[src/sv/ps2h_pkg.sv]
`timescale 1ns / 1ps
`default_nettype none

package ps2h_pkg;

    localparam int CfgWidth      = 16;
    localparam int CfgIndexWidth = 2;

    localparam logic [CfgIndexWidth-1:0] CFG_RX_TIMEOUT    = 2'd0;
    localparam logic [CfgIndexWidth-1:0] CFG_TX_TIMEOUT    = 2'd1;
    localparam logic [CfgIndexWidth-1:0] CFG_INHIBIT_TICKS = 2'd2;

    localparam logic [CfgWidth-1:0] RX_TIMEOUT_RESET    = 16'd224;
    localparam logic [CfgWidth-1:0] TX_TIMEOUT_RESET    = 16'd640;
    localparam logic [CfgWidth-1:0] INHIBIT_TICKS_RESET = 16'd100;

    localparam logic COMMAND_SAMPLE = 1'b0;
    localparam logic COMMAND_SEND   = 1'b1;

    typedef struct packed {
        logic [CfgWidth-1:0] rx_timeout;
        logic [CfgWidth-1:0] tx_timeout;
        logic [CfgWidth-1:0] inhibit_ticks;
    } ps2h_cfg_t;

    typedef struct packed {
        logic       clock_drive_low;
        logic       data_drive_low;
        logic       rx_valid;
        logic [7:0] rx_data;
        logic       rx_error;
        logic       tx_done;
        logic       tx_error;
        logic       busy_res;
    } ps2h_result_t;

endpackage

`default_nettype wire

[src/sv/ps2h_cfg_regs.sv]
`timescale 1ns / 1ps
`default_nettype none

module ps2h_cfg_regs (
    input  wire logic                                clk,
    input  wire logic                                rst_n,
    input  wire logic                                cfg_we,
    input  wire logic [ps2h_pkg::CfgIndexWidth-1:0]  cfg_index,
    input  wire logic [ps2h_pkg::CfgWidth-1:0]       cfg_wdata,
    output ps2h_pkg::ps2h_cfg_t                      cfg
);

    ps2h_pkg::ps2h_cfg_t cfg_reg;

    always_ff @(posedge clk or negedge rst_n)
    begin
        if (!rst_n)
        begin
            cfg_reg.rx_timeout    <= ps2h_pkg::RX_TIMEOUT_RESET;
            cfg_reg.tx_timeout    <= ps2h_pkg::TX_TIMEOUT_RESET;
            cfg_reg.inhibit_ticks <= ps2h_pkg::INHIBIT_TICKS_RESET;
        end
        else if (cfg_we)
        begin
            unique case (cfg_index)
                ps2h_pkg::CFG_RX_TIMEOUT:    cfg_reg.rx_timeout    <= cfg_wdata;
                ps2h_pkg::CFG_TX_TIMEOUT:    cfg_reg.tx_timeout    <= cfg_wdata;
                ps2h_pkg::CFG_INHIBIT_TICKS: cfg_reg.inhibit_ticks <= cfg_wdata;
                default:                     ;  // drop writes to unused indexes
            endcase
        end
    end

    assign cfg = cfg_reg;

endmodule

`default_nettype wire

[src/sv/ps2h_frame_fsm.sv]
`timescale 1ns / 1ps
`default_nettype none

module ps2h_frame_fsm #(
    parameter int COUNT_BITS = 16
) (
    input  wire logic                  clk,
    input  wire logic                  rst_n,
    input  wire logic                  step,
    input  wire ps2h_pkg::ps2h_cfg_t   cfg,
    input  wire logic                  command,
    input  wire logic                  clock_line,
    input  wire logic                  data_line,
    input  wire logic [7:0]            send_byte,
    output ps2h_pkg::ps2h_result_t     result
);

    localparam int CmpW = (COUNT_BITS > ps2h_pkg::CfgWidth) ? COUNT_BITS : ps2h_pkg::CfgWidth;
    localparam logic [3:0] RX_PARITY_BIT = 4'd8;
    localparam logic [3:0] TX_LAST_EDGE  = 4'd11;
    localparam logic [3:0] TX_PARITY_BIT = 4'd9;

    typedef enum logic [1:0] {
        PH_IDLE,
        PH_RX,
        PH_INHIBIT,
        PH_TX
    } phase_t;

    phase_t                phase_reg, phase_next;
    logic                  last_clock_reg, last_clock_next;
    logic [3:0]            bit_index_reg, bit_index_next;
    logic [8:0]            shift_data_reg, shift_data_next;
    logic                  parity_acc_reg, parity_acc_next;
    logic [COUNT_BITS-1:0] phase_ticks_reg, phase_ticks_next;

    logic            changed;
    logic            fall;
    logic            ticks_full;
    logic [CmpW-1:0] ticks_ext;
    logic            rx_expired;
    logic            tx_expired;
    logic            inhibit_over;
    logic [3:0]      tx_bit_sel;

    assign changed      = clock_line != last_clock_reg;
    assign fall         = last_clock_reg && !clock_line;
    assign ticks_full   = &phase_ticks_reg;
    assign ticks_ext    = CmpW'(phase_ticks_reg);
    assign rx_expired   = !changed && (ticks_ext >= CmpW'(cfg.rx_timeout) || ticks_full);
    assign tx_expired   = !changed && (ticks_ext >= CmpW'(cfg.tx_timeout) || ticks_full);
    assign inhibit_over = ticks_ext >= CmpW'(cfg.inhibit_ticks) || ticks_full;

    always_comb
    begin
        phase_next       = phase_reg;
        bit_index_next   = bit_index_reg;
        shift_data_next  = shift_data_reg;
        parity_acc_next  = parity_acc_reg;
        phase_ticks_next = phase_ticks_reg;
        last_clock_next  = clock_line;
        result           = '0;

        unique case (phase_reg)
            PH_IDLE:
            begin
                if (command == ps2h_pkg::COMMAND_SEND)
                begin
                    phase_next       = PH_INHIBIT;
                    shift_data_next  = {~(^send_byte), send_byte};
                    bit_index_next   = '0;
                    phase_ticks_next = COUNT_BITS'(1);
                end
                else if (fall)
                begin
                    phase_next       = PH_RX;
                    bit_index_next   = '0;
                    shift_data_next  = '0;
                    parity_acc_next  = 1'b0;
                    phase_ticks_next = '0;
                end
            end
            PH_RX:
            begin
                if (rx_expired)
                begin
                    result.rx_error  = 1'b1;
                    phase_next       = PH_IDLE;
                    bit_index_next   = '0;
                    parity_acc_next  = 1'b0;
                    phase_ticks_next = '0;
                end
                else
                begin
                    phase_ticks_next = changed ? '0 : phase_ticks_reg + COUNT_BITS'(1);
                    if (fall)
                    begin
                        if (bit_index_reg < RX_PARITY_BIT)
                        begin
                            shift_data_next[bit_index_reg[2:0]] =
                                shift_data_reg[bit_index_reg[2:0]] | data_line;
                            parity_acc_next = parity_acc_reg ^ data_line;
                            bit_index_next  = bit_index_reg + 4'd1;
                        end
                        else if (bit_index_reg == RX_PARITY_BIT)
                        begin
                            parity_acc_next = parity_acc_reg ^ data_line;
                            bit_index_next  = bit_index_reg + 4'd1;
                        end
                        else
                        begin
                            // stop bit: parity accumulator already holds the parity bit
                            if (parity_acc_reg && data_line)
                            begin
                                result.rx_valid = 1'b1;
                                result.rx_data  = shift_data_reg[7:0];
                            end
                            else
                            begin
                                result.rx_error = 1'b1;
                            end
                            phase_next       = PH_IDLE;
                            bit_index_next   = '0;
                            parity_acc_next  = 1'b0;
                            phase_ticks_next = '0;
                        end
                    end
                end
            end
            PH_INHIBIT:
            begin
                if (inhibit_over)
                begin
                    phase_next       = PH_TX;
                    bit_index_next   = '0;
                    phase_ticks_next = '0;
                end
                else
                begin
                    phase_ticks_next = phase_ticks_reg + COUNT_BITS'(1);
                end
            end
            PH_TX:
            begin
                if (tx_expired)
                begin
                    result.tx_error  = 1'b1;
                    phase_next       = PH_IDLE;
                    bit_index_next   = '0;
                    parity_acc_next  = 1'b0;
                    phase_ticks_next = '0;
                end
                else
                begin
                    phase_ticks_next = changed ? '0 : phase_ticks_reg + COUNT_BITS'(1);
                    if (fall)
                    begin
                        bit_index_next = bit_index_reg + 4'd1;
                        if (bit_index_next >= TX_LAST_EDGE)
                        begin
                            result.tx_done   = 1'b1;
                            phase_next       = PH_IDLE;
                            bit_index_next   = '0;
                            parity_acc_next  = 1'b0;
                            phase_ticks_next = '0;
                        end
                    end
                end
            end
            default:
            begin
                phase_next = PH_IDLE;
            end
        endcase

        // line drive follows the state after this tick
        tx_bit_sel = bit_index_next - 4'd1;
        if (phase_next == PH_TX)
        begin
            if (bit_index_next == 4'd0)
                result.data_drive_low = 1'b1;
            else if (bit_index_next <= TX_PARITY_BIT)
                result.data_drive_low = ~shift_data_next[tx_bit_sel];
        end
        result.clock_drive_low = phase_next == PH_INHIBIT;
        result.busy_res        = phase_next != PH_IDLE;
    end

    always_ff @(posedge clk or negedge rst_n)
    begin
        if (!rst_n)
        begin
            phase_reg       <= PH_IDLE;
            last_clock_reg  <= 1'b1;
            bit_index_reg   <= '0;
            shift_data_reg  <= '0;
            parity_acc_reg  <= 1'b0;
            phase_ticks_reg <= '0;
        end
        else if (step)
        begin
            phase_reg       <= phase_next;
            last_clock_reg  <= last_clock_next;
            bit_index_reg   <= bit_index_next;
            shift_data_reg  <= shift_data_next;
            parity_acc_reg  <= parity_acc_next;
            phase_ticks_reg <= phase_ticks_next;
        end
    end

    rx_index_range: assert property (@(posedge clk) disable iff (!rst_n)
        phase_reg == PH_RX |-> bit_index_reg <= 4'd9)
        else $error("receive bit index out of range");

    tx_index_range: assert property (@(posedge clk) disable iff (!rst_n)
        phase_reg == PH_TX |-> bit_index_reg < TX_LAST_EDGE)
        else $error("transmit bit index out of range");

    idle_is_clean: assert property (@(posedge clk) disable iff (!rst_n)
        phase_reg == PH_IDLE |-> bit_index_reg == 4'd0 && !parity_acc_reg)
        else $error("idle entered without clearing frame state");

    hold_without_step: assert property (@(posedge clk) disable iff (!rst_n)
        !step |=> $stable(phase_reg) && $stable(phase_ticks_reg))
        else $error("frame state moved without an accepted beat");

endmodule

`default_nettype wire

[src/sv/ps2h_out_stage.sv]
`timescale 1ns / 1ps
`default_nettype none

module ps2h_out_stage (
    input  wire logic                   clk,
    input  wire logic                   rst_n,
    input  wire logic                   load,
    input  wire ps2h_pkg::ps2h_result_t result_in,
    output logic                        full,
    input  wire logic                   take,
    output ps2h_pkg::ps2h_result_t      result_out
);

    logic                   full_reg;
    ps2h_pkg::ps2h_result_t result_reg;

    always_ff @(posedge clk or negedge rst_n)
    begin
        if (!rst_n)
            full_reg <= 1'b0;
        else if (load)
            full_reg <= 1'b1;
        else if (take)
            full_reg <= 1'b0;
    end

    always_ff @(posedge clk)
    begin
        if (load)
            result_reg <= result_in;
    end

    assign full       = full_reg;
    assign result_out = result_reg;

endmodule

`default_nettype wire

[src/sv/ps2_host_frame_transceiver.sv]
// PS/2 host frame transceiver.
// Input channel (in_valid/in_ready): one beat per tick. command = 0 is a line
// sample (clock_line, data_line); command = 1 asks to send send_byte and is
// treated as a plain sample while a frame is in progress.
// Output channel (out_valid/out_ready): exactly one result beat per input beat,
// in order, showing the line drives and status after that tick.
// The result is registered and shows in the cycle after its input beat.
// Throughput: one beat per cycle while each result is taken; the frame state
// advances in a single pass of logic, and the output register lets a new beat
// in while the last result is taken in the same cycle.
// Stall: while a result waits untaken, in_ready is low and the state holds.
// Reset: frame logic goes idle, last clock level taken as high, no result
// pending, line drives not reset; rx_timeout = 224, tx_timeout = 640,
// inhibit_ticks = 100. Write cfg_we/cfg_index/cfg_wdata only while idle.
`timescale 1ns / 1ps
`default_nettype none

module ps2_host_frame_transceiver #(
    parameter int COUNT_BITS = 16
) (
    input  wire logic                               clk,
    input  wire logic                               rst_n,
    input  wire logic                               in_valid,
    output logic                                    in_ready,
    input  wire logic                               command,
    input  wire logic                               clock_line,
    input  wire logic                               data_line,
    input  wire logic [7:0]                         send_byte,
    output logic                                    out_valid,
    input  wire logic                               out_ready,
    output logic                                    clock_drive_low,
    output logic                                    data_drive_low,
    output logic                                    rx_valid,
    output logic [7:0]                              rx_data,
    output logic                                    rx_error,
    output logic                                    tx_done,
    output logic                                    tx_error,
    output logic                                    busy_res,
    input  wire logic                               cfg_we,
    input  wire logic [ps2h_pkg::CfgIndexWidth-1:0] cfg_index,
    input  wire logic [ps2h_pkg::CfgWidth-1:0]      cfg_wdata
);

    ps2h_pkg::ps2h_cfg_t    cfg;
    ps2h_pkg::ps2h_result_t result_next;
    ps2h_pkg::ps2h_result_t result;
    logic                   full;
    logic                   step;

    assign in_ready = !full || out_ready;
    assign step     = in_valid && in_ready;

    ps2h_cfg_regs u_cfg (
        .clk       (clk),
        .rst_n     (rst_n),
        .cfg_we    (cfg_we),
        .cfg_index (cfg_index),
        .cfg_wdata (cfg_wdata),
        .cfg       (cfg)
    );

    ps2h_frame_fsm #(
        .COUNT_BITS (COUNT_BITS)
    ) u_fsm (
        .clk        (clk),
        .rst_n      (rst_n),
        .step       (step),
        .cfg        (cfg),
        .command    (command),
        .clock_line (clock_line),
        .data_line  (data_line),
        .send_byte  (send_byte),
        .result     (result_next)
    );

    ps2h_out_stage u_out (
        .clk        (clk),
        .rst_n      (rst_n),
        .load       (step),
        .result_in  (result_next),
        .full       (full),
        .take       (out_ready),
        .result_out (result)
    );

    assign out_valid       = full;
    assign clock_drive_low = result.clock_drive_low;
    assign data_drive_low  = result.data_drive_low;
    assign rx_valid        = result.rx_valid;
    assign rx_data         = result.rx_data;
    assign rx_error        = result.rx_error;
    assign tx_done         = result.tx_done;
    assign tx_error        = result.tx_error;
    assign busy_res        = result.busy_res;

    rx_status_exclusive: assert property (@(posedge clk) disable iff (!rst_n)
        out_valid |-> !(rx_valid && rx_error) && (rx_valid || rx_data == 8'd0))
        else $error("receive status inconsistent");

    finish_means_idle: assert property (@(posedge clk) disable iff (!rst_n)
        out_valid && (tx_done || tx_error || rx_valid || rx_error) |-> !busy_res)
        else $error("frame ended but block still busy");

    drive_means_busy: assert property (@(posedge clk) disable iff (!rst_n)
        out_valid && (clock_drive_low || data_drive_low) |-> busy_res
            && !(clock_drive_low && data_drive_low))
        else $error("line drive outside a frame");

    result_follows_beat: assert property (@(posedge clk) disable iff (!rst_n)
        in_valid && in_ready |=> out_valid)
        else $error("accepted beat produced no result");

endmodule

`default_nettype wire
[config.mk]
export PLATFORM = sky130hd
export DESIGN_NAME = ps2_host_frame_transceiver
export DESIGN_NICKNAME = d
export VERILOG_FILES = /design/src/sv/ps2h_pkg.sv /design/src/sv/ps2h_cfg_regs.sv /design/src/sv/ps2h_frame_fsm.sv /design/src/sv/ps2h_out_stage.sv /design/src/sv/ps2_host_frame_transceiver.sv
export SDC_FILE = /design/constraint.sdc
export NUM_CORES = 1
export LEC_CHECK = 0
export ABC_CLOCK_PERIOD_IN_PS = 11660
export BUFFER_PORTS_ARGS = -buffer_cell sky130_fd_sc_hd__buf_2
export CAP_MARGIN = 0
export CORE_ASPECT_RATIO = 1.75
export CORE_MARGIN = 2
export CORE_UTILIZATION = 35
export CTS_BUF_LIST = sky130_fd_sc_hd__clkbuf_8 sky130_fd_sc_hd__clkbuf_16
export DETAILED_ROUTE_END_ITERATION = 12
export GPL_ROUTABILITY_DRIVEN = 0
export GPL_TIMING_DRIVEN = 0
export PLACE_DENSITY = 0.51
export SYNTH_ARGS = -nofsm -noshare
export SYNTH_HDL_FRONTEND = slang
export SYNTH_HIERARCHICAL = 1
export SYNTH_SLANG_ARGS = --single-unit
[constraint.sdc]
create_clock -name clk -period 11.66 [get_ports clk]
set_input_delay 0.583 -clock clk [delete_from_list [all_inputs] [get_ports clk]]
set_output_delay 0.583 -clock clk [all_outputs]
set_load 0.02 [all_outputs]
Yosys cells after proc, flatten, opt, wreduce, memory -nomap -nowiden
Cells that the tools add are included.

Flip-flop bits (word level): 97. Memories: 0. Latch bits: 0. Output and inout bits: 17. Memory bits (writable): 0. Input bits: 34. ROM bits: 0.

Shifts and indexed selects: 0. Mux-type cells: 69. $lt $le $gt $ge: 9. Reductions and logical operators: 29. Bitwise logic cells: 8. Divide/modulo/power cells: 0. $mul: 0. Equal/unequal tests: 15. $add $sub $neg: 3.

Operators with widths (count): $mux 16 (11); $pmux 16 s4 (1); $mux 9 (6); $ge 16x16->1 (3); $mux 4 (10); $mux 1 (23); $mux 2 (10); $pmux 9 s2 (1); $add 16x1->16 const B (1); $pmux 4 s4 (1); $reduce_and 16->1 (1); $eq 2x2->1 const B (5); $bwmux 9 (1); $ne 3x1->1 const B (3); $pmux 2 s4 (1); $reduce_and 2->1 (4); $reduce_xor 8->1 (1); $reduce_and 7->1 (1); $logic_and 1x1->1 (6); $not 1->1 (6); $reduce_or 6->1 (1); $lt 3x5->1 const B (1); $lt 4x5->1 const B (1); $reduce_or 5->1 (1); 25 further kinds (33).

Longest topological paths before layout
Gate-level depths: netlist of the first run.

Depth after elaboration: 14. Mapped depth: 17. Mapped depth without buffers: 16.

By module
Netlist of the first run, hierarchy kept.

By module, submodules not included: ps2h_frame_fsm (area an instance 3956.3 um2, sequential area each 827.0 um2, times used 1, cells each 517); ps2h_cfg_regs (area an instance 1825.5 um2, sequential area each 1211.2 um2, times used 1, cells each 102); ps2h_out_stage (area an instance 486.7 um2, sequential area each 475.5 um2, times used 1, cells each 18); ps2_host_frame_transceiver (area an instance 22.5 um2, sequential area each 0.0 um2, times used 1, cells each 2).

Worst setup path after synthesis of the first run
OpenSTA, ideal clock, no wires.

Kind: flip-flop to flip-flop. From: register u_fsm.phase_ticks_reg[13]. To: register u_out.result_reg, in the netlist u_out/result_out[13], data pin. Data arrival time: 3454 ps. Clock period less this slack: 3711 ps. Cell stages (with the launch flop): 17. Path slack: 7949 ps. Cells stage by stage: dfrtp_1 -> ha_1 -> a41oi_1 -> o21ai_0 -> or2_2 -> o31ai_1 -> o21ai_2 -> o211ai_1 -> nand2_1 -> inv_1 -> ha_1 -> clkbuf_1 -> a31o_2 -> mux2i_1 -> a211oi_1 -> a211o_1 -> o2111a_1.

Cells in the longest elaborated chain, start to end: 11.

RTL lines: start, declared (RTL line ps2h_frame_fsm.sv:35) `logic [COUNT_BITS-1:0] phase_ticks_reg, phase_ticks_next;`; start signal, assigned (RTL line ps2h_frame_fsm.sv:207) `phase_ticks_reg <= phase_ticks_next;`; $ge 16x16->1, or another cell as far along (RTL line ps2h_frame_fsm.sv:51) `assign tx_expired = !changed && (ticks_ext >= CmpW'(cfg.tx_timeout) || ticks_full);`; $logic_or 1x1->1, on equally long branches (RTL line ps2h_frame_fsm.sv:51, ps2h_frame_fsm.sv:50); $logic_and 1x1->1, on equally long branches (RTL line ps2h_frame_fsm.sv:51, ps2h_frame_fsm.sv:50); $mux 4, on equally long branches (RTL line ps2h_frame_fsm.sv:145, ps2h_frame_fsm.sv:85); $pmux 4 s4 (*) (RTL line ps2h_frame_fsm.sv:64) `unique case (phase_reg)`; via u_fsm.bit_index_next[0] (RTL line ps2h_frame_fsm.sv:32) `logic [3:0] bit_index_reg, bit_index_next;`; $sub 4x1->4 (RTL line ps2h_frame_fsm.sv:177) `tx_bit_sel = bit_index_next - 4'd1;`; $bmux 1 s4 (RTL line ps2h_frame_fsm.sv:183) `result.data_drive_low = ~shift_data_next[tx_bit_sel];`; $mux 1 (implied by the code) (RTL line ps2h_frame_fsm.sv:183); $not 1->1 (RTL line ps2h_frame_fsm.sv:183); $mux 1 (RTL line ps2h_frame_fsm.sv:182) `else if (bit_index_next <= TX_PARITY_BIT)`; $mux 1 (*) (RTL line ps2h_frame_fsm.sv:180) `if (bit_index_next == 4'd0)`; end signal, assigned (RTL line ps2h_out_stage.sv:30) `result_reg <= result_in;`; end, declared (RTL line ps2h_out_stage.sv:15) `ps2h_pkg::ps2h_result_t result_reg;`.

The timed path passes the listed nets; every way through them passes the cells marked *. The select of a mux whose other input is x is not followed. A chain may end at the register's enable or synchronous reset.

Worst setup path in the final report of the first run
From: register u_fsm.phase_ticks_reg[2]. To: register u_out.result_reg, in the netlist u_out/result_out[13], data pin.

The elaborated chain is that of the path after synthesis.

==> flow_metrics.env, run 1 <==
export IMPL_syn_to_final_growth_pct=14.52
export IMPL_clkPwrFrac=0.254
export IMPL_vias=5049
export IMPL_synth_top_area_frac=0.2904
export IMPL_dr_pass1_iters=6
export IMPL_crit_slowest_cell="a221oi_2"
export IMPL_cts_resized_gates=0
export IMPL_fin_crit_sh=0.3937
export IMPL_cts_hold_buf=0
export IMPL_multi_input_area_sq_um=3432
export IMPL_gr_total_overflow=0
export IMPL_synthXorXnorAreaFrac=0.01253
export IMPL_critPathMaxFanout=8
export IMPL_switchingPower_w=0.0005032
export IMPL_worstPathCellList="ha_1, a211o_1, a31oi_1, o221ai_2, a221oi_2, a31oi_1, o21ai_1, nand2_1, inv_1, ha_1, clkbuf_1, a31o_2, mux2i_1, a211oi_1, a211o_1, o2111a_1"
export IMPL_hp_class="in -> async"
export IMPL_yosys_area_share_adder=0.1094
export IMPL_design_die_area_sq_um=19100
export IMPL_drc=0
export IMPL_skew_ps=8.788
export IMPL_status="finished clean"
export IMPL_p_per_area_nw_per_um2=186.5
export IMPL_synthArstFlopShare=0.8454
export IMPL_die_w_microns=105.3
export IMPL_drtIter0Drc=226
export IMPL_synthesis_nets=728
export IMPL_synth_area_mux_share=0.1044
export IMPL_yosysSeqAreaShare=0.3996
export IMPL_setup_tns_ps=0
export IMPL_ant_nets=0
export IMPL_wire_per_inst_microns=17.74
export IMPL_netlist_instances=639
export IMPL_via_per_inst=5.388
export IMPL_syn_area_sq_um=6291
export IMPL_drt_met1_wl_microns=5972
export IMPL_slew_headroom=0.5376
export IMPL_grt_pass1_wl_microns=27100
export IMPL_wl_met2_microns=9508
export IMPL_synth_compound_area_frac=0.1659
export IMPL_hold_violations=0
export IMPL_design_area_sq_um=7204
export IMPL_ys_ff_latch=97
export IMPL_wl_microns=16620
export IMPL_start_kind="flop"
export IMPL_synth_avg_cell_area_sq_um=9.845
export IMPL_cap_violations=0
export IMPL_rows=64
export IMPL_slew_violations=0
export IMPL_seq_power_share=0.343
export IMPL_fmax_mhz=217.9
export IMPL_htree_num_levels=3
export IMPL_period_needed_ps=4590
export IMPL_end_kind="flop"
export IMPL_cts_sinks=97
export IMPL_ys_flop_type="dfrtp_1"
export IMPL_routed_wl_met3_microns=478
export IMPL_critPathKind="reg -> reg"
export IMPL_initial_utilization=0.3587
export IMPL_cp_slowest_stage_delay_ps=650
export IMPL_antenna_found_initial=0
export IMPL_ctsRootBufferMaster="clkbuf_16"
export IMPL_grt_max_degree=45
export IMPL_peakVddDrop_uv=80.56
export IMPL_numCtsBuffers=9
export IMPL_cts_setup_buffers=0
export IMPL_synth_simple_gate_area_share=0.1533
export IMPL_grt_usage=0.1820
export IMPL_p_int_w=0.0008406
export IMPL_tightest_slew_ps=693.6
export IMPL_p_leak_nw=3.328
export IMPL_synth_top_family_by_area="compound AO/OA/AOI/OAI gates"
export IMPL_clkLatencyLatePin_ps=360
export IMPL_netlist_top_cells_area="dfrtp_1 29%, ha_1 11%, mux2_2 8.8%"
export IMPL_yosysUniqueCellTypes=75
export IMPL_dieHeight_microns=181.4
export IMPL_fill_cells=1759
export IMPL_synth_edf_count=15
export IMPL_r2r_slack_ps=7070
export IMPL_post_route_util=0.4108
export IMPL_drive_gt1_frac=0.2252
export IMPL_largest_reg_flops=48
export IMPL_port_buffers=50
export IMPL_arrival_ps=4700
export IMPL_hpwlAfterDp_microns=13010
export IMPL_place_area_sq_um=6853
export IMPL_grt_pass1_vias=5302
export IMPL_synth_top_cell_by_area="dfrtp_1"
export IMPL_synth_most_common_cell="dfrtp_1"
export IMPL_register_area_sq_um=2514
export IMPL_clk_pin_slew_worst_paths_ps=70
export IMPL_setup_viol_count_final=0
export IMPL_required_ps=11770
export IMPL_cts_tree="built"
export IMPL_synthTopCellsByCount="73 x dfrtp_1, 62 x inv_1, 55 x ha_1, 50 x nand2_1, 49 x mux2_2"
export IMPL_design_core_area_sq_um=17540
export IMPL_ys_warn_count=6
export IMPL_top_layer_used="met4"
export IMPL_diodes=0
export IMPL_rsz0062_at_grt="no"
export IMPL_final_nets=790
export IMPL_pwr_share_comb=0.402
export IMPL_cts_buffer_depth=2
export IMPL_p_sw_frac=0.3744
export IMPL_ioPinCount=51
## power by group through the flow
| stage | combinational [W] | clock [W] | sequential (W) |
|---|---|---|---|
| 3_5_place_dp | 0.000535 | 0 | 0.000469 |
| 4_1_cts | 0.000539 | 0.000355 | 0.000462 |
| 6_report | 0.000540 | 0.000342 | 0.000461 |
| 5_1_grt | 0.000604 | 0.000367 | 0.000472 |
| 2_1_floorplan | 0.000393 | 0 | 0.000457 |
| 3_3_place_gp | 0.000522 | 0 | 0.000467 |
## routing by layer
metal  vias up  GRT usage
li1       2431          -
met1      2466     0.1837
met2       116     0.3561
met3        36    0.02128
met4         0    0.09280
met5         -          0
## placed cells by master (no fill, tap or decap), types with 3 or more instances in the layout
cell,instances
nor2_1,45
edfxtp_1,15
and3_1,3
mux2i_1,3
ha_1,55
mux2_2,49
a211o_1,3
a32oi_1,3
nor3_1,8
o21bai_1,3
nand3_2,3
a21oi_1,45
nand4_1,8
and2_0,3
o31ai_1,10
dfrtp_1,73
buf_2,53
clkbuf_1,12
a22o_1,3
or2_2,3
and2_1,15
clkbuf_16,12
a31oi_1,8
nand2_1,50
dfstp_2,9
a22oi_1,3
nand2b_1,7
o21a_1,3
or3_1,3
o211ai_1,4
nand3_1,15
and4_1,3
a211oi_1,3
o21ai_0,38
xnor2_1,8
inv_1,63
a21o_1,7
## critical path, delay by kind of cell (launching register included)
family	cells	cell delay (ps)
flops	1	470
simple gates	1	180
mux	1	150
compound gates	10	2540
buf+inv	2	400
fa+ha+maj	2	590
## kinds of logic (layout without fill, tap and decap cells)
group | after synthesis | after routing
multiplexers | 56 | 56
flip-flops | 97 | 97
adder cells (fa/ha/maj) | 55 | 55
buffers and inverters | 83 | 150
AO/OA/AOI/OAI | 157 | 157
XOR/XNOR | 9 | 9
AND/OR/NAND/NOR | 182 | 182
## stage by stage
step | std cells | worst slack [ps] | hold WS, ps | power, W
3_5_place_dp | 921 | 7102 | 494.3 | 0.001004
4_1_cts | 937 | 7102 | 231.9 | 0.001356
6_report | 937 | 7070 | 222.2 | 0.001344
5_1_grt | 937 | 6801 | 256.5 | 0.001443
3_3_place_gp | 920 | 7187 | 479.6 | 0.0009887
2_1_floorplan | 639 | 7949 | 287.4 | 0.0008496
## layout make-up
cell class,count,share of cell area
clock buffers,12,0.04168
clock inverters,4,0.007121
repair buffers,51,0.03786
well taps,231,0.04012
inverters,62,0.03230
plain buffers,21,0.01563
multi-input cells,459,0.4764
flip-flops and latches,97,0.3489
## path summary, 6_finish.rpt
kind | from | end | cells past startpoint
max in group asynchronous | rst_n | u_fsm/last_clock_reg | 2
worst max register to register | u_fsm/phase_ticks_reg[2] | u_out/result_out[13] | 16
min in group clk | clock_line | u_fsm/last_clock_reg | 2
worst min-delay path | rst_n | u_out/full | 1
worst min register to register | u_cfg/cfg[15] | u_cfg/cfg[15] | 1
worst max-delay path | u_fsm/phase_ticks_reg[2] | u_out/result_out[13] | 16
Note: power is estimated with default switching activity, not from simulation.
==> run 2, diff against run 1 <==
--- a/config.mk
+++ b/config.mk
@@ -5,7 +5,7 @@
 export SDC_FILE = /design/constraint.sdc
 export NUM_CORES = 1
 export LEC_CHECK = 0
-export ABC_CLOCK_PERIOD_IN_PS = 11660
+export ABC_CLOCK_PERIOD_IN_PS = 4280
 export BUFFER_PORTS_ARGS = -buffer_cell sky130_fd_sc_hd__buf_2
 export CAP_MARGIN = 0
 export CORE_ASPECT_RATIO = 1.75
==> constraint.sdc (replaced) <==
create_clock -name clk -period 4.28 [get_ports clk]
set_input_delay 0.214 -clock clk [delete_from_list [all_inputs] [get_ports clk]]
set_output_delay 0.214 -clock clk [all_outputs]
set_load 0.02 [all_outputs]
==> run 2 against run 1 <==
  * Clock power rose to 2.7 times the previous value
  * Sequential power rose to 2.7 times the previous value
  * Die area unchanged
  * Worst setup slack worse by 6900 ps
  * Non-clock buffer count up 5
  * Clock-buffer cell count unchanged
  * Largest cell class unchanged
  * Utilization up 0.64 points
  * Combinational power rose to 2.9 times the previous value
  * Via count up 0.22%
  * Final cell count up 0.53%
==> flow_metrics.env, run 2 (synthesis results as in run 1) <==
export IMPL_status="finished clean"
export IMPL_design_area_sq_um=7317
export IMPL_routed_wl_met3_microns=476
export IMPL_design_die_area_sq_um=19100
export IMPL_rows=64
export IMPL_wire_per_inst_microns=17.76
export IMPL_vias=5060
export IMPL_port_buffers=50
export IMPL_slew_violations=0
export IMPL_drc=0
export IMPL_pwr_share_comb=0.416
export IMPL_clkLatencyLatePin_ps=350
export IMPL_htree_num_levels=3
export IMPL_hpwlAfterDp_microns=13010
export IMPL_totalPowerFinal_w=0.003748
export IMPL_clk_pin_slew_worst_paths_ps=70
export IMPL_ioPinCount=51
export IMPL_ctsRootBufferMaster="clkbuf_16"
export IMPL_p_sw_frac=0.3750
export IMPL_fmax_mhz=245.9
export IMPL_final_nets=795
export IMPL_seq_power_share=0.336
export IMPL_critPathMaxFanout=8
export IMPL_diodes=0
export IMPL_initial_utilization=0.3587
export IMPL_design_core_area_sq_um=17540
export IMPL_tightest_slew_ps=643.9
export IMPL_slew_headroom=0.5707
export IMPL_end_kind="flop"
export IMPL_die_w_microns=105.3
export IMPL_final_cells=942
export IMPL_via_per_inst=5.372
export IMPL_grt_pass1_vias=5338
export IMPL_hold_violations=0
export IMPL_drive_gt1_frac=0.2447
export IMPL_syn_to_final_growth_pct=16.31
export IMPL_hp_class="in -> reg"
export IMPL_period_needed_ps=4066
export IMPL_antenna_found_initial=0
export IMPL_peakVddDrop_uv=219.4
export IMPL_p_per_area_nw_per_um2=512.3
export IMPL_dr_pass1_iters=5
export IMPL_critPathKind="reg -> reg"
export IMPL_start_kind="flop"
export IMPL_worstPathCellList="ha_1, a211o_1, a31oi_2, o221ai_4, a221oi_4, o21ai_0, o211ai_1, nand2_2, inv_2, ha_1, clkbuf_1, a31o_2, mux2i_1, a211oi_1, a211o_1, o2111a_1"
export IMPL_largest_reg_flops=48
export IMPL_setup_slack_ps=213.7
export IMPL_setup_viol_count_final=0
export IMPL_drtIter0Drc=232
export IMPL_cap_violations=0
export IMPL_arrival_ps=4170
export IMPL_fin_crit_sh=0.9501
export IMPL_final_cell_mix="69 x dfrtp_1, 61 x inv_1, 55 x ha_1"
export IMPL_wl_met2_microns=9611
export IMPL_clkPwrFrac=0.248
export IMPL_required_ps=4390
export IMPL_top_layer_used="met4"
export IMPL_cts_buffer_depth=2
export IMPL_layout_cells_most_common="dfrtp_1"
export IMPL_cp_slowest_stage_delay_ps=460
export IMPL_grt_pass1_wl_microns=27320
export IMPL_dieHeight_microns=181.4
export IMPL_drt_met1_wl_microns=5963
export IMPL_gr_total_overflow=0
export IMPL_skew_ps=8.581
export IMPL_place_inst=921
export IMPL_grt_usage=0.1835
export IMPL_cts_tree="built"
export IMPL_ant_nets=0
export IMPL_wl_microns=16730
export IMPL_numCtsBuffers=9
export IMPL_pre_cts_ws_ps=-277.6
export IMPL_place_area_sq_um=6853
export IMPL_switchingPower_w=0.001405
export IMPL_crit_slowest_cell="dfrtp_2"
export IMPL_p_leak_nw=3.351
export IMPL_cts_sinks=97
export IMPL_p_int_w=0.002343
export IMPL_grt_max_degree=45
==> run 2: cell types whose count changed in the layout (fill, tap and decap cells not counted), moves of 2 or more <==
cell and change:
buf_4 +4, dfrtp_1 -4, dfrtp_2 +4, inv_1 -2, inv_2 +2
==> run 2: worst max-delay path: cells and delay by family (launching register included) <==
kind	cells	cell delay, ps
compound gates	10	2190
fa+ha+maj	2	560
buf+inv	2	310
flops	1	460
mux	1	140
simple gates	1	130
==> run 2: worst paths after layout <==
check / from / to / slack, ps / cells past startpoint
max: u_fsm/phase_ticks_reg[2] / u_out/result_out[13] / 210 / 16
min: clock_line / u_fsm/last_clock_reg / 110 / 2
max reg2reg: u_fsm/phase_ticks_reg[2] / u_out/result_out[13] / 210 / 16
min reg2reg: u_cfg/cfg[15] / u_cfg/cfg[15] / 510 / 1
max in group asynchronous: rst_n / u_fsm/last_clock_reg / 3200 / 3
min in group asynchronous: rst_n / u_out/full / 400 / 2
==> run 2: timing repair <==
action | 4_1_cts | 5_1_grt
resized for setup | 5 | 11
hold buffers | 1 | 0
pin swaps | 3 | 4
endpoints found under the hold margin | 35 | 0
setup buffers | 3 | 1
endpoints found under the setup margin | 1 | 1
==> run 2: power by group through the flow <==
stage	registers, W	logic [W]	clock network (W)
final	0.00126	0.00156	0.000930
after global routing	0.00129	0.00173	0.00100
after CTS	0.00126	0.00151	0.000967
after detailed placement	0.00128	0.00146	0
after global placement	0.00127	0.00142	0
after floorplan	0.00125	0.00107	0
==> run 2: area by class of cell <==
class	count	area (sq um)
multi-input cells	459	3500
repair buffers	56	312.8
well taps	231	289.0
clock buffers	12	300.3
clock inverters	4	51.30
flip-flops and latches	97	2519
inverters	62	232.7
plain buffers	21	112.6
fillers	1748	10220
==> run 2: routing by layer <==
metal / track usage / up-vias
li1: - / 2436
met3: 0.02381 / 40
met2: 0.3610 / 123
met5: 0 / -
met1: 0.1839 / 2461
met4: 0.08907 / 0
==> run 2: per-stage QoR <==
stage,hold slack [ps],utilization,setup TNS (ps)
detailed placement,245.7,0.3908,-277.6
finish,110.1,0.4172,0
global placement,466.2,0.3895,-192.7
CTS,98.82,0.4147,0
global route,112.0,0.4172,-5.137
floorplan,-81.59,-,0
==> run 3, diff against run 2 <==
--- a/config.mk
+++ b/config.mk
@@ -12,10 +12,11 @@
 export CORE_MARGIN = 2
 export CORE_UTILIZATION = 35
 export CTS_BUF_LIST = sky130_fd_sc_hd__clkbuf_8 sky130_fd_sc_hd__clkbuf_16
+export CTS_CLUSTER_DIAMETER = 200
 export DETAILED_ROUTE_END_ITERATION = 12
 export GPL_ROUTABILITY_DRIVEN = 0
 export GPL_TIMING_DRIVEN = 0
-export PLACE_DENSITY = 0.51
+export PLACE_DENSITY = 0.49
 export SYNTH_ARGS = -nofsm -noshare
 export SYNTH_HDL_FRONTEND = slang
 export SYNTH_HIERARCHICAL = 1
==> run 3 against run 2 <==
  * Clock power down 12%
  * Routed wire length up 1.3%
  * Power down 3.1%
  * Clock-buffer cell count down 2
  * Critical path type unchanged
  * Largest power group unchanged
==> flow_metrics.env, run 3 (synthesis results as in run 1) <==
export IMPL_hp_class="in -> reg"
export IMPL_setup_slack_ps=188.9
export IMPL_crit_family="compound AO/OA/AOI/OAI gates"
export IMPL_ant_nets=0
export IMPL_grt_usage=0.1852
export IMPL_final_nets=796
export IMPL_critical_path_buf_inv_count=1
export IMPL_final_cell_mix="72 x dfrtp_1, 64 x inv_1, 55 x ha_1"
export IMPL_vias=5067
export IMPL_tightest_slew_ps=700.9
export IMPL_ioPinCount=51
export IMPL_fin_crit_sh=0.9559
export IMPL_antenna_found_initial=0
export IMPL_design_die_area_sq_um=19100
export IMPL_place_inst=921
export IMPL_slew_headroom=0.5327
export IMPL_arrival_ps=4190
export IMPL_critPathMaxFanout=8
export IMPL_clk_pin_slew_worst_paths_ps=60
export IMPL_numCtsBuffers=9
export IMPL_rows=64
export IMPL_fmax_mhz=244.4
export IMPL_cts_tree="built"
export IMPL_cp_slowest_stage_delay_ps=470
export IMPL_reg2regPathDepth=15
export IMPL_required_ps=4380
export IMPL_ctsRootBufferMaster="clkbuf_16"
export IMPL_dieHeight_microns=181.4
export IMPL_peakVddDrop_uv=203.3
export IMPL_hold_violations=0
export IMPL_port_buffers=50
export IMPL_largest_reg_flops=48
export IMPL_layout_cells_most_common="dfrtp_1"
export IMPL_worstPathCellList="ha_1, a211o_1, a31oi_4, o221ai_4, a221oi_4, buf_4, nand2_1, a21oi_1, a211oi_1, ha_1, a31o_2, mux2i_1, a211oi_1, a211o_1, o2111a_1"
export IMPL_crit_slowest_cell="dfrtp_2"
export IMPL_cts_sinks=97
export IMPL_hold_depth=2
export IMPL_syn_to_final_growth_pct=15.33
export IMPL_grt_max_degree=61
export IMPL_design_core_area_sq_um=17540
export IMPL_initial_utilization=0.3587
export IMPL_diodes=0
export IMPL_drc=0
export IMPL_crit_cells=15
export IMPL_cts_buffer_depth=2
export IMPL_start_kind="flop"
export IMPL_fill_cells=1761
export IMPL_grt_pass1_wl_microns=27520
export IMPL_die_w_microns=105.3
export IMPL_wire_per_inst_microns=17.96
export IMPL_via_per_inst=5.373
export IMPL_pre_cts_ws_ps=-319.5
export IMPL_gr_total_overflow=0
export IMPL_dr_pass1_iters=4
export IMPL_grt_pass1_vias=5344
export IMPL_status="finished clean"
export IMPL_rsz0062_at_grt="no"
export IMPL_clkLatencyLatePin_ps=350
export IMPL_end_kind="flop"
export IMPL_htree_num_levels=3
export IMPL_critPathKind="reg -> reg"
export IMPL_cap_violations=0
export IMPL_drive_gt1_frac=0.2374
export IMPL_slew_violations=0
export IMPL_wl_microns=16940
export IMPL_p_leak_nw=3.341
export IMPL_p_per_area_nw_per_um2=500.4
export IMPL_final_cells=943
export IMPL_skew_ps=9.537
export IMPL_hpwlAfterDp_microns=13030
export IMPL_period_needed_ps=4091
export IMPL_setup_viol_count_final=0
export IMPL_drtIter0Drc=159
-- run 3: cell count changes in the layout (fill, tap and decap cells not counted), moves of 2 or more --
| cell | before | now |
|---|---|---|
| buf_4 | 6 | 8 |
| clkbuf_16 | 12 | 9 |
| dfrtp_1 | 69 | 72 |
| dfrtp_2 | 4 | 1 |
| inv_1 | 61 | 64 |
-- run 3: layer usage --
metal  vias up  wire length, microns  global-route usage
met5         -                     0                   0
li1       2424                     -                   -
met3        36                   465             0.02453
met2       114                  9647              0.3579
met1      2493                  6175              0.1910
met4         0                   648             0.08907
-- run 3: worst register-to-register path, delay by kind of cell (launching register included) --
family / cells / cell delay [ps]
AO/OA/AOI/OAI: 10 / 2170
adder cells (fa/ha/maj): 2 / 750
buffers and inverters: 1 / 180
flip-flops: 1 / 470
multiplexers: 1 / 140
AND/OR/NAND/NOR: 1 / 120
-- run 3: path summary, 6_finish.rpt --
path	endpoint	slack [ps]	start
setup / recovery	u_out/result_out[13]	190	u_fsm/phase_ticks_reg[2]
hold / removal	u_fsm/last_clock_reg	120	clock_line
setup reg to reg	u_out/result_out[13]	190	u_fsm/phase_ticks_reg[2]
hold reg to reg	u_fsm/parity_acc_reg	490	u_fsm/parity_acc_reg
max in group asynchronous	u_cfg/cfg[2]	3280	rst_n
min in group asynchronous	u_out/full	320	rst_n
-- run 3: area by class of cell --
class | count | area (sq um) | share of cell area
plain buffers | 20 | 108.9 | 0.01500
flip-flops and latches | 97 | 2515 | 0.3466
clock inverters | 6 | 53.80 | 0.007415
multi-input cells | 459 | 3482 | 0.4799
clock buffers | 10 | 239.0 | 0.03294
inverters | 62 | 232.7 | 0.03207
well taps | 231 | 289.0 | 0.03983
repair buffers | 58 | 335.3 | 0.04621
-- run 3: through the flow --
step | TNS (ps) | total power (W) | hold slack (ps) | instance area [sq um] | utilization
after floorplan | 0 | 0.002315 | -81.59 | 6291 | -
after global placement | -239.2 | 0.002702 | 466.9 | 6830 | 0.3895
after detailed placement | -319.5 | 0.002744 | 141.3 | 6860 | 0.3912
after CTS | 0 | 0.003622 | 101.7 | 7216 | 0.4115
after global routing | 0 | 0.003905 | 110.8 | 7256 | 0.4137
final | 0 | 0.003631 | 116.4 | 7256 | 0.4137
-- run 3: timing repair --
action,CTS,global route
setup endpoints to repair,1,1
buffers inserted,3,3
hold endpoints to repair,21,0
gates resized for setup,4,6
pin swaps,3,3
hold buffers,1,0
-- run 3: power by group --
part / internal [W] / switching (W)
Combinational: 0.000647 / 0.000908
Clock: 0.000462 / 0.000357
Sequential: 0.00113 / 0.000128
Total: 0.00224 / 0.00139
